==> src/hw/rtl/ecr_pkg.sv <==
package ecr_pkg;

  localparam int ELEV_W  = 17;
  localparam int RGB_W   = 24;
  localparam int CH_W    = 8;
  localparam int NUM_CH  = 3;
  localparam int NUM_W   = 15;
  localparam int DEN_W   = 15;
  localparam int RECIP_W = 12;
  localparam int PROD_W  = CH_W + NUM_W;
  localparam int MUL_W   = PROD_W + RECIP_W;
  localparam int RECIP_SHIFT = PROD_W;
  localparam int REM_W   = DEN_W + 1;
  localparam int CFG_IDX_W = 3;

  localparam logic [ELEV_W-1:0] ELEV_ONE = 17'd65536;
  localparam logic [ELEV_W-1:0] BP_COAST    = 17'd26214;
  localparam logic [ELEV_W-1:0] BP_BEACH    = 17'd32768;
  localparam logic [ELEV_W-1:0] BP_PLAIN    = 17'd36045;
  localparam logic [ELEV_W-1:0] BP_FOREST   = 17'd49152;
  localparam logic [ELEV_W-1:0] BP_HILL     = 17'd55706;

  typedef enum logic [2:0] {
    BAND_OCEAN  = 3'd0,
    BAND_COAST  = 3'd1,
    BAND_BEACH  = 3'd2,
    BAND_PLAIN  = 3'd3,
    BAND_FOREST = 3'd4,
    BAND_HILL   = 3'd5
  } band_e;

  typedef enum logic [CFG_IDX_W-1:0] {
    CFG_OCEAN    = 3'd0,
    CFG_COAST    = 3'd1,
    CFG_BEACH    = 3'd2,
    CFG_PLAIN    = 3'd3,
    CFG_FOREST   = 3'd4,
    CFG_HILL     = 3'd5,
    CFG_MOUNTAIN = 3'd6
  } cfg_reg_e;

  typedef struct packed {
    band_e             band;
    logic [NUM_W-1:0]  num;
    logic [RGB_W-1:0]  lo_rgb;
    logic [RGB_W-1:0]  hi_rgb;
  } entry_t;

  function automatic logic [ELEV_W-1:0] bp_lo_of(band_e band);
    logic [ELEV_W-1:0] bp;
    case (band)
      BAND_OCEAN:  bp = '0;
      BAND_COAST:  bp = BP_COAST;
      BAND_BEACH:  bp = BP_BEACH;
      BAND_PLAIN:  bp = BP_PLAIN;
      BAND_FOREST: bp = BP_FOREST;
      BAND_HILL:   bp = BP_HILL;
      default:     bp = '0;
    endcase
    return bp;
  endfunction

  function automatic logic [DEN_W-1:0] den_of(band_e band);
    logic [DEN_W-1:0] den;
    case (band)
      BAND_OCEAN:  den = 15'd26214;
      BAND_COAST:  den = 15'd6554;
      BAND_BEACH:  den = 15'd3277;
      BAND_PLAIN:  den = 15'd13107;
      BAND_FOREST: den = 15'd6554;
      BAND_HILL:   den = 15'd9830;
      default:     den = 15'd26214;
    endcase
    return den;
  endfunction

  // floor(2^RECIP_SHIFT / den)
  function automatic logic [RECIP_W-1:0] recip_of(band_e band);
    logic [RECIP_W-1:0] r;
    case (band)
      BAND_OCEAN:  r = 12'd320;
      BAND_COAST:  r = 12'd1279;
      BAND_BEACH:  r = 12'd2559;
      BAND_PLAIN:  r = 12'd640;
      BAND_FOREST: r = 12'd1279;
      BAND_HILL:   r = 12'd853;
      default:     r = 12'd320;
    endcase
    return r;
  endfunction

endpackage

==> src/hw/rtl/ecr_front.sv <==
module ecr_front import ecr_pkg::*; (
  input  logic                 clk_i,
  input  logic                 rst_ni,
  input  logic                 cfg_we_i,
  input  logic [CFG_IDX_W-1:0] cfg_index_i,
  input  logic [RGB_W-1:0]     cfg_data_i,
  input  logic                 in_valid_i,
  output logic                 in_stall_o,
  input  logic [ELEV_W-1:0]    elevation_i,
  input  logic                 q_full_i,
  output logic                 q_push_o,
  output entry_t               q_entry_o
);

  logic [RGB_W-1:0] ocean_q, coast_q, beach_q, plain_q, forest_q, hill_q, mountain_q;
  logic [ELEV_W-1:0] elev_sat;
  logic [ELEV_W-1:0] num_full;
  band_e             band;

  always_ff @(posedge clk_i or negedge rst_ni) begin
    if (!rst_ni) begin
      ocean_q    <= '0;
      coast_q    <= '0;
      beach_q    <= '0;
      plain_q    <= '0;
      forest_q   <= '0;
      hill_q     <= '0;
      mountain_q <= '0;
    end else if (cfg_we_i) begin
      unique case (cfg_index_i)
        CFG_OCEAN:    ocean_q    <= cfg_data_i;
        CFG_COAST:    coast_q    <= cfg_data_i;
        CFG_BEACH:    beach_q    <= cfg_data_i;
        CFG_PLAIN:    plain_q    <= cfg_data_i;
        CFG_FOREST:   forest_q   <= cfg_data_i;
        CFG_HILL:     hill_q     <= cfg_data_i;
        CFG_MOUNTAIN: mountain_q <= cfg_data_i;
        default: ;
      endcase
    end
  end

  always_comb begin
    elev_sat = (elevation_i > ELEV_ONE) ? ELEV_ONE : elevation_i;
    if (elev_sat < BP_COAST) begin
      band = BAND_OCEAN;
    end else if (elev_sat < BP_BEACH) begin
      band = BAND_COAST;
    end else if (elev_sat < BP_PLAIN) begin
      band = BAND_BEACH;
    end else if (elev_sat < BP_FOREST) begin
      band = BAND_PLAIN;
    end else if (elev_sat < BP_HILL) begin
      band = BAND_FOREST;
    end else begin
      band = BAND_HILL;
    end
    num_full = elev_sat - bp_lo_of(band);
  end

  always_comb begin
    q_entry_o.band = band;
    q_entry_o.num  = num_full[NUM_W-1:0];
    unique case (band)
      BAND_OCEAN: begin
        q_entry_o.lo_rgb = ocean_q;
        q_entry_o.hi_rgb = coast_q;
      end
      BAND_COAST: begin
        q_entry_o.lo_rgb = coast_q;
        q_entry_o.hi_rgb = beach_q;
      end
      BAND_BEACH: begin
        q_entry_o.lo_rgb = beach_q;
        q_entry_o.hi_rgb = plain_q;
      end
      BAND_PLAIN: begin
        q_entry_o.lo_rgb = plain_q;
        q_entry_o.hi_rgb = forest_q;
      end
      BAND_FOREST: begin
        q_entry_o.lo_rgb = forest_q;
        q_entry_o.hi_rgb = hill_q;
      end
      default: begin
        q_entry_o.lo_rgb = hill_q;
        q_entry_o.hi_rgb = mountain_q;
      end
    endcase
  end

  assign in_stall_o = q_full_i;
  assign q_push_o   = in_valid_i && !q_full_i;

endmodule

==> src/hw/rtl/ecr_fifo.sv <==
module ecr_fifo import ecr_pkg::*; #(
  parameter int Depth = 2
) (
  input  logic   clk_i,
  input  logic   rst_ni,
  input  logic   push_i,
  input  entry_t entry_i,
  output logic   full_o,
  input  logic   pop_i,
  output logic   valid_o,
  output entry_t entry_o
);

  localparam int PtrW = (Depth > 1) ? $clog2(Depth) : 1;
  localparam int CntW = $clog2(Depth + 1);

  entry_t          mem_q [Depth];
  logic [PtrW-1:0] wr_ptr_q, wr_ptr_d, rd_ptr_q, rd_ptr_d;
  logic [CntW-1:0] cnt_q, cnt_d;

  always_comb begin
    wr_ptr_d = wr_ptr_q;
    rd_ptr_d = rd_ptr_q;
    cnt_d    = cnt_q;
    if (push_i) begin
      wr_ptr_d = (wr_ptr_q == PtrW'(Depth - 1)) ? '0 : wr_ptr_q + 1'b1;
    end
    if (pop_i) begin
      rd_ptr_d = (rd_ptr_q == PtrW'(Depth - 1)) ? '0 : rd_ptr_q + 1'b1;
    end
    if (push_i && !pop_i) begin
      cnt_d = cnt_q + 1'b1;
    end else if (pop_i && !push_i) begin
      cnt_d = cnt_q - 1'b1;
    end
  end

  always_ff @(posedge clk_i or negedge rst_ni) begin
    if (!rst_ni) begin
      wr_ptr_q <= '0;
      rd_ptr_q <= '0;
      cnt_q    <= '0;
    end else begin
      wr_ptr_q <= wr_ptr_d;
      rd_ptr_q <= rd_ptr_d;
      cnt_q    <= cnt_d;
    end
  end

  always_ff @(posedge clk_i) begin
    if (push_i) begin
      mem_q[wr_ptr_q] <= entry_i;
    end
  end

  assign full_o  = (cnt_q == CntW'(Depth));
  assign valid_o = (cnt_q != '0);
  assign entry_o = mem_q[rd_ptr_q];

endmodule

==> src/hw/rtl/ecr_back.sv <==
module ecr_back import ecr_pkg::*; (
  input  logic            clk_i,
  input  logic            rst_ni,
  input  logic            q_valid_i,
  input  entry_t          q_entry_i,
  output logic            q_pop_o,
  output logic            out_valid_o,
  input  logic            out_stall_i,
  output logic [CH_W-1:0] red_o,
  output logic [CH_W-1:0] green_o,
  output logic [CH_W-1:0] blue_o
);

  logic s1_valid_q, s2_valid_q, s3_valid_q, out_valid_q;
  logic s1_en, s2_en, s3_en, out_en;

  band_e             s1_band_q, s2_band_q, s3_band_q;
  logic              s1_neg_q  [NUM_CH];
  logic              s2_neg_q  [NUM_CH];
  logic              s3_neg_q  [NUM_CH];
  logic [CH_W-1:0]   s1_lo_q   [NUM_CH];
  logic [CH_W-1:0]   s2_lo_q   [NUM_CH];
  logic [CH_W-1:0]   s3_lo_q   [NUM_CH];
  logic [PROD_W-1:0] s1_prod_q [NUM_CH];
  logic [PROD_W-1:0] s2_prod_q [NUM_CH];
  logic [CH_W-1:0]   s2_quot_q [NUM_CH];
  logic [CH_W-1:0]   s3_quot_q [NUM_CH];
  logic [REM_W-1:0]  s3_rem_q  [NUM_CH];
  logic [CH_W-1:0]   out_ch_q  [NUM_CH];

  logic              s1_neg_d  [NUM_CH];
  logic [CH_W-1:0]   s1_lo_d   [NUM_CH];
  logic [PROD_W-1:0] s1_prod_d [NUM_CH];
  logic [CH_W-1:0]   s2_quot_d [NUM_CH];
  logic [REM_W-1:0]  s3_rem_d  [NUM_CH];
  logic [CH_W-1:0]   out_ch_d  [NUM_CH];

  assign out_en  = !out_valid_q || !out_stall_i;
  assign s3_en   = !s3_valid_q || out_en;
  assign s2_en   = !s2_valid_q || s3_en;
  assign s1_en   = !s1_valid_q || s2_en;
  assign q_pop_o = q_valid_i && s1_en;

  // |hi - lo| * num
  always_comb begin
    logic [CH_W-1:0] lo, hi, mag;
    for (int ch = 0; ch < NUM_CH; ch++) begin
      lo  = q_entry_i.lo_rgb[RGB_W-1-CH_W*ch -: CH_W];
      hi  = q_entry_i.hi_rgb[RGB_W-1-CH_W*ch -: CH_W];
      mag = (hi < lo) ? lo - hi : hi - lo;
      s1_neg_d[ch]  = (hi < lo);
      s1_lo_d[ch]   = lo;
      s1_prod_d[ch] = PROD_W'(mag) * PROD_W'(q_entry_i.num);
    end
  end

  // quotient estimate by reciprocal, at most one short
  always_comb begin
    logic [MUL_W-1:0] full;
    for (int ch = 0; ch < NUM_CH; ch++) begin
      full = MUL_W'(s1_prod_q[ch]) * MUL_W'(recip_of(s1_band_q));
      s2_quot_d[ch] = full[RECIP_SHIFT +: CH_W];
    end
  end

  always_comb begin
    logic [PROD_W-1:0] qd, diff;
    for (int ch = 0; ch < NUM_CH; ch++) begin
      qd   = PROD_W'(s2_quot_q[ch]) * PROD_W'(den_of(s2_band_q));
      diff = s2_prod_q[ch] - qd;
      s3_rem_d[ch] = diff[REM_W-1:0];
    end
  end

  // correct the estimate, round the negative side toward minus infinity
  always_comb begin
    logic [REM_W-1:0] den, rem;
    logic [CH_W-1:0]  quot, mag;
    for (int ch = 0; ch < NUM_CH; ch++) begin
      den  = REM_W'(den_of(s3_band_q));
      quot = s3_quot_q[ch];
      rem  = s3_rem_q[ch];
      if (rem >= den) begin
        quot = quot + 1'b1;
        rem  = rem - den;
      end
      mag = quot;
      if (s3_neg_q[ch] && (rem != '0)) begin
        mag = quot + 1'b1;
      end
      out_ch_d[ch] = s3_neg_q[ch] ? s3_lo_q[ch] - mag : s3_lo_q[ch] + mag;
    end
  end

  always_ff @(posedge clk_i or negedge rst_ni) begin
    if (!rst_ni) begin
      s1_valid_q  <= 1'b0;
      s2_valid_q  <= 1'b0;
      s3_valid_q  <= 1'b0;
      out_valid_q <= 1'b0;
    end else begin
      if (s1_en) begin
        s1_valid_q <= q_valid_i;
      end
      if (s2_en) begin
        s2_valid_q <= s1_valid_q;
      end
      if (s3_en) begin
        s3_valid_q <= s2_valid_q;
      end
      if (out_en) begin
        out_valid_q <= s3_valid_q;
      end
    end
  end

  always_ff @(posedge clk_i) begin
    if (s1_en) begin
      s1_band_q <= q_entry_i.band;
      s1_neg_q  <= s1_neg_d;
      s1_lo_q   <= s1_lo_d;
      s1_prod_q <= s1_prod_d;
    end
    if (s2_en) begin
      s2_band_q <= s1_band_q;
      s2_neg_q  <= s1_neg_q;
      s2_lo_q   <= s1_lo_q;
      s2_prod_q <= s1_prod_q;
      s2_quot_q <= s2_quot_d;
    end
    if (s3_en) begin
      s3_band_q <= s2_band_q;
      s3_neg_q  <= s2_neg_q;
      s3_lo_q   <= s2_lo_q;
      s3_quot_q <= s2_quot_q;
      s3_rem_q  <= s3_rem_d;
    end
    if (out_en) begin
      out_ch_q <= out_ch_d;
    end
  end

  assign out_valid_o = out_valid_q;
  assign red_o       = out_ch_q[0];
  assign green_o     = out_ch_q[1];
  assign blue_o      = out_ch_q[2];

endmodule

==> src/hw/rtl/elevation_color_ramp_top.sv <==
// Piecewise linear color ramp: each elevation beat (17-bit unsigned, 65536 = 1.0, larger
// values saturate to 1.0) yields one red/green/blue beat, exactly interpolated and rounded
// down between the two configured end colors of its band. Breakpoints are fixed at 0.4, 0.5,
// 0.55, 0.75 and 0.85; the seven colors are written at indexes 0 (ocean) to 6 (mountain)
// and reset to black; the user must write them only while no beat is in flight; the block
// does not enforce it. One beat per clock unless stalled; a result passes the queue write
// and four back stages (magnitude product, reciprocal and remainder multiplies, correction).
module elevation_color_ramp_top import ecr_pkg::*; #(
  parameter int QueueDepth = 2
) (
  input  logic                 clk_i,
  input  logic                 rst_ni,
  input  logic                 cfg_we_i,
  input  logic [CFG_IDX_W-1:0] cfg_index_i,
  input  logic [RGB_W-1:0]     cfg_data_i,
  input  logic                 in_valid_i,
  output logic                 in_stall_o,
  input  logic [ELEV_W-1:0]    elevation_i,
  output logic                 out_valid_o,
  input  logic                 out_stall_i,
  output logic [CH_W-1:0]      red_o,
  output logic [CH_W-1:0]      green_o,
  output logic [CH_W-1:0]      blue_o
);

  logic   q_push, q_full, q_pop, q_valid;
  entry_t push_entry, pop_entry;

  ecr_front u_front (
    .clk_i       (clk_i),
    .rst_ni      (rst_ni),
    .cfg_we_i    (cfg_we_i),
    .cfg_index_i (cfg_index_i),
    .cfg_data_i  (cfg_data_i),
    .in_valid_i  (in_valid_i),
    .in_stall_o  (in_stall_o),
    .elevation_i (elevation_i),
    .q_full_i    (q_full),
    .q_push_o    (q_push),
    .q_entry_o   (push_entry)
  );

  ecr_fifo #(
    .Depth (QueueDepth)
  ) u_fifo (
    .clk_i   (clk_i),
    .rst_ni  (rst_ni),
    .push_i  (q_push),
    .entry_i (push_entry),
    .full_o  (q_full),
    .pop_i   (q_pop),
    .valid_o (q_valid),
    .entry_o (pop_entry)
  );

  ecr_back u_back (
    .clk_i       (clk_i),
    .rst_ni      (rst_ni),
    .q_valid_i   (q_valid),
    .q_entry_i   (pop_entry),
    .q_pop_o     (q_pop),
    .out_valid_o (out_valid_o),
    .out_stall_i (out_stall_i),
    .red_o       (red_o),
    .green_o     (green_o),
    .blue_o      (blue_o)
  );

`ifndef SYNTHESIS
  a_pop_needs_entry: assert property (@(posedge clk_i) disable iff (!rst_ni)
    q_pop |-> q_valid)
    else $error("queue popped while empty");

  a_push_needs_room: assert property (@(posedge clk_i) disable iff (!rst_ni)
    q_push |-> !q_full)
    else $error("queue pushed while full");

  a_push_fills: assert property (@(posedge clk_i) disable iff (!rst_ni)
    q_push |=> q_valid)
    else $error("queue empty after push");
`endif

endmodule

==> config.mk <==
export PLATFORM = sky130hd
export DESIGN_NAME = elevation_color_ramp_top
export DESIGN_NICKNAME = d
export VERILOG_FILES = /design/src/hw/rtl/ecr_pkg.sv /design/src/hw/rtl/ecr_front.sv /design/src/hw/rtl/ecr_fifo.sv /design/src/hw/rtl/ecr_back.sv /design/src/hw/rtl/elevation_color_ramp_top.sv
export SDC_FILE = /design/constraint.sdc
export NUM_CORES = 2
export LEC_CHECK = 0
export BUFFER_PORTS_ARGS = -buffer_cell sky130_fd_sc_hd__buf_4
export CORE_MARGIN = 5
export CORE_UTILIZATION = 40
export DETAILED_ROUTE_END_ITERATION = 10
export MAX_ROUTING_LAYER = met4
export PLACE_DENSITY = 0.56
export SETUP_SLACK_MARGIN = 0.1
export SLEW_MARGIN = 10
export SYNTH_ARGS = -nofsm -noshare
export SYNTH_HDL_FRONTEND = slang
export SYNTH_SLANG_ARGS = --single-unit
==> constraint.sdc <==
create_clock -name clk_i -period 11 [get_ports clk_i]
set_clock_uncertainty 0.05 [all_clocks]
set_input_delay 2.2 -clock clk_i [delete_from_list [all_inputs] [get_ports clk_i]]
set_output_delay 2.2 -clock clk_i [all_outputs]
set_load 0.02 [all_outputs]
==> impl_results.rst <==
.. list-table::
   :header-rows: 1

   * - Metric
     - Value
   * - Status
     - completed
   * - IO buf count
     - 74
   * - Overall overflow remaining after global route
     - 0
   * - Area used by sequential logic in the layout
     - approximately 18,000 sq um
   * - Setup crit start kind
     - register
   * - Slowest stage cell, crit path
     - sky130_fd_sc_hd__a21oi_2
   * - DP Cell Count
     - 9,301
   * - Number of sinks on the clock net
     - around 640
   * - Design Area, Final
     - roughly 77,000 sq um
   * - Number of slew-limit violations in the final report
     - 0
   * - Number of failing setup endpoints in the final timing report
     - 0
   * - Setup Crit Path Kind
     - register to register
   * - Sum of net half-perimeters after detailed placement
     - ~150 mm
   * - Wire length per cell
     - a little under 20 um
   * - Top cell by count, worst path
     - sky130_fd_sc_hd__fa_1
   * - Number of inserted filler cells in the final layout
     - 16,980
   * - Average size of a mapped cell
     - around 10 sq um
   * - Final GP Congestion
     - around 0.9
   * - Clock latency at the later pin of the worst-skew pair
     - slightly below 0.7 ns
   * - Number of enable-type register cells in the synthesized netlist
     - between 400 and 500
   * - Top cell type's share of synthesized area
     - 0.2930
   * - Net count of the finished layout
     - about 8,600
   * - Post-synth ARST share
     - 0.2772
   * - Routed via count divided by cell count
     - between 5 and 6
   * - Share of cells above drive strength 1
     - 0.07595
   * - Unrepaired setup endpoints after global routing
     - false
   * - Worst-path fanout max
     - 16
   * - Gates resized, CTS repair
     - 0
   * - Die extent in x
     - approximately 430 um
   * - Dominant cell type by area after synthesis
     - sky130_fd_sc_hd__fa_1
   * - Clock Path Buffers
     - 3
   * - Core region area
     - between 150,000 and 200,000 sq um
   * - Measured slew at the worst slew-check pin
     - roughly 1.1 ns
   * - Cts bufs inserted
     - between 60 and 70
   * - Mapped Cells
     - between 6,000 and 7,000
   * - Die Height
     - 433.1 um
   * - Peak Freq
     - around 100 MHz
   * - Number of nets in the synthesized netlist
     - ~8,600
   * - Antenna violations before repair
     - 12
   * - Root Buffer
     - sky130_fd_sc_hd__clkbuf_16
   * - Final critical delay including setup and external delays
     - 9.543 ns
   * - H-tree Lvls
     - 3
   * - Endpoint required time on the critical path
     - 11.36 ns
   * - DRC violation count after routing
     - 0
   * - DRT Pass-1 Iters
     - 8
   * - Final Routed Wirelength
     - around 190 mm
   * - Type of the worst min-delay path
     - register to register
   * - Data arrival time at the worst-slack endpoint
     - between 9 and 10 ns
   * - Critical Path End Type
     - register
   * - Effective utilization at floorplan
     - 0.4017
   * - Number of distinct library cells after synthesis
     - roughly 110
   * - Final hold vios
     - 0
   * - Placed Area
     - 75,070 sq um
   * - Primary FF master, synth
     - sky130_fd_sc_hd__edfxtp_1
   * - Yosys warnings
     - 0
   * - Total via count in the routed design
     - around 49,000
   * - Proportion of synthesized chip area in sequential cells
     - 0.2540
   * - Number of top-level design ports
     - 75
   * - Setup TNS Final
     - 0 ns
   * - Via count of the first global-routing pass
     - between 50,000 and 60,000
   * - Number of standard cells in the final layout excluding fillers
     - about 9,400
   * - Worst hold path depth
     - 0
   * - Share of the clock period used by the worst path
     - 0.8675
   * - Multi-input gate area in the final layout
     - 47,600 sq um
   * - CTS tree
     - done
   * - Total GRT Usage
     - 0.2085
   * - Post-CTS clock slew at the launch and capture registers of the worst setup and hold paths
     - 0.06 ns
   * - Number of buffers added for setup after CTS
     - 0
   * - Stage delay of the slowest cell on the critical path
     - about 0.66 ns
   * - Count of nets left with antenna violations after detail routing
     - 0
   * - Global-route wire length before repair
     - about 300 mm
   * - Worst-case reg-to-reg path depth
     - 33
   * - Maximum Capacitance Violations
     - 0
   * - Synth Register Bits
     - ~640
   * - Detailed Route Iter0 Violations
     - ~3,300
   * - Number of rows created at floorplan
     - between 150 and 200
   * - Cts hold-fix bufs
     - 0
   * - Top cells by area in the synthesized netlist
     - sky130_fd_sc_hd__fa_1 (29%), sky130_fd_sc_hd__edfxtp_1 (19%), sky130_fd_sc_hd__ha_1 (8.9%)
   * - Synth-to-Final Area Change
     - 8.159%
   * - Full die area
     - 187,600 sq um
   * - Relative slew margins
     - 0.2139
   * - Netlist Area Pre-Place
     - ~72,000 sq um
   * - Maximum number of pins on one net before global-route repair
     - ~120
   * - Total inserted antenna cells
     - 0
state kept, by name, summed over array words and instances (netlist names), 8 cells and up:
signal,cells
u_front.ocean_q,24
u_back.s2_quot_q,24
u_front.beach_q,24
u_back.blue_o,8
u_back.s3_rem_q,48
u_back.s1_lo_q,24
u_front.forest_q,24
u_back.s1_prod_q,69
u_back.green_o,8
u_front.mountain_q,24
u_front.coast_q,24
u_back.s2_prod_q,48
u_back.s3_quot_q,24
u_back.s2_lo_q,24
u_back.s3_lo_q,24
u_fifo.mem_q,132
u_front.plain_q,24
u_back.red_o,8
u_front.hill_q,24
cell type report:
class,instances,share of cell area
Clock buffer,95,0.02432
Clock inverter,29,0.006140
Inverter,1385,0.06716
Multi-Input combinational cell,4778,0.6147
Sequential cell,635,0.2349
Tap cell,2355,0.03805
Timing Repair Buffer,148,0.01472
synth_stat cells (96+ instances only):
library cell               instances
sky130_fd_sc_hd__mux2i_1          96
sky130_fd_sc_hd__xor2_1           99
sky130_fd_sc_hd__and2_1          385
sky130_fd_sc_hd__dfrtp_1         176
sky130_fd_sc_hd__clkbuf_1        176
sky130_fd_sc_hd__xnor2_1         171
sky130_fd_sc_hd__nand2_1         681
sky130_fd_sc_hd__edfxtp_1        459
sky130_fd_sc_hd__mux2_2          198
sky130_fd_sc_hd__a21oi_1         173
sky130_fd_sc_hd__fa_1           1048
sky130_fd_sc_hd__nor2_1          370
sky130_fd_sc_hd__ha_1            510
sky130_fd_sc_hd__inv_1          1383
sky130_fd_sc_hd__o21ai_0         153
cell families (layout without fill, tap and decap cells):
logic type      after synthesis  in the layout  synth area share
simple gates               1919           1919            0.1308
buf+inv                    1581           1657           0.08341
fa+ha+maj                  1561           1561            0.3826
compound gates              728            728           0.07034
flops                       635            635            0.2540
mux                         296            296           0.04493
xor+xnor                    274            274           0.03394
final timing paths:
path                       slack [ns]                         start                             end
hold reg to reg                  0.36  u_back.s2_lo_q[15]$_DFFE_PP_    u_back.s3_lo_q[15]$_DFFE_PP_
hold / removal                   0.36  u_back.s2_lo_q[15]$_DFFE_PP_    u_back.s3_lo_q[15]$_DFFE_PP_
min in group asynchronous        1.61                        rst_ni   u_front.hill_q[0]$_DFFE_PN0P_
max in group asynchronous        7.63                        rst_ni     u_fifo.rd_ptr_q$_DFFE_PN0P_
setup reg to reg                 1.46   u_fifo.rd_ptr_q$_DFFE_PN0P_  u_back.s1_prod_q[22]$_DFFE_PN_
setup / recovery                 1.46   u_fifo.rd_ptr_q$_DFFE_PN0P_  u_back.s1_prod_q[22]$_DFFE_PN_
metrics by stage:
step	util	hold slack (ns)	setup slack, ns
floorplan	-	0.3503	1.424
global placement	0.4212	0.3527	1.577
detailed placement	0.4212	0.3572	1.510
CTS	0.4344	0.3674	1.466
global route	0.4345	0.3847	0.7875
finish	0.4345	0.3648	1.457
metal layers:
layer,track usage,vias up,part of all wire
li1,-,22520,-
met1,0.2815,25100,0.45
met2,0.3390,1189,0.48
met3,0.02310,256,0.047
met4,0.05252,0,0.027
met5,-,-,0
cell usage in the layout (no fill, tap or decap), types with 9 or more instances in the layout:
cell type | synthesis | routed
sky130_fd_sc_hd__o31ai_1 | 9 | 9
sky130_fd_sc_hd__fa_1 | 1048 | 1048
sky130_fd_sc_hd__buf_4 | 2 | 145
sky130_fd_sc_hd__o211ai_1 | 17 | 17
sky130_fd_sc_hd__o21a_1 | 39 | 38
sky130_fd_sc_hd__mux2_2 | 198 | 198
sky130_fd_sc_hd__ha_1 | 510 | 510
sky130_fd_sc_hd__edfxtp_1 | 459 | 459
sky130_fd_sc_hd__inv_1 | 1383 | 1383
sky130_fd_sc_hd__xnor2_1 | 171 | 170
sky130_fd_sc_hd__or2_2 | 15 | 14
sky130_fd_sc_hd__nor2b_1 | 51 | 51
sky130_fd_sc_hd__xor2_1 | 99 | 99
sky130_fd_sc_hd__o21ai_0 | 153 | 152
sky130_fd_sc_hd__a211o_1 | 12 | 12
sky130_fd_sc_hd__a211oi_1 | 15 | 15
sky130_fd_sc_hd__clkbuf_1 | 176 | 19
sky130_fd_sc_hd__a21boi_0 | 33 | 32
sky130_fd_sc_hd__a21o_1 | 57 | 57
sky130_fd_sc_hd__a31oi_1 | 28 | 28
sky130_fd_sc_hd__nor2_1 | 370 | 366
sky130_fd_sc_hd__o21bai_1 | 17 | 16
sky130_fd_sc_hd__o2111ai_1 | 15 | 15
sky130_fd_sc_hd__or3_1 | 24 | 24
sky130_fd_sc_hd__mux2i_1 | 96 | 91
sky130_fd_sc_hd__a222oi_1 | 48 | 48
sky130_fd_sc_hd__nand3_1 | 50 | 49
sky130_fd_sc_hd__and3_1 | 60 | 58
sky130_fd_sc_hd__a21oi_1 | 173 | 171
sky130_fd_sc_hd__nor4_1 | 18 | 18
sky130_fd_sc_hd__nand2_1 | 681 | 681
sky130_fd_sc_hd__clkbuf_16 | 0 | 68
sky130_fd_sc_hd__and2_1 | 385 | 385
sky130_fd_sc_hd__nand4_1 | 66 | 66
sky130_fd_sc_hd__nand2b_1 | 70 | 69
sky130_fd_sc_hd__nor3_1 | 79 | 75
sky130_fd_sc_hd__dfrtp_1 | 176 | 175
worst max-delay path: cells and delay by family (launching register included):
kind | cells | cell delay [ns]
buffers and inverters | 4 | 0.23
XOR/XNOR | 1 | 0.48
AND/OR/NAND/NOR | 3 | 0.28
adder cells (fa/ha/maj) | 7 | 2.91
flip-flops | 1 | 0.56
multiplexers | 2 | 0.73
AO/OA/AOI/OAI | 16 | 4.05
Power is not shown: default switching activity piles up to over one toggle a cycle in this logic, so the estimate is an artifact.
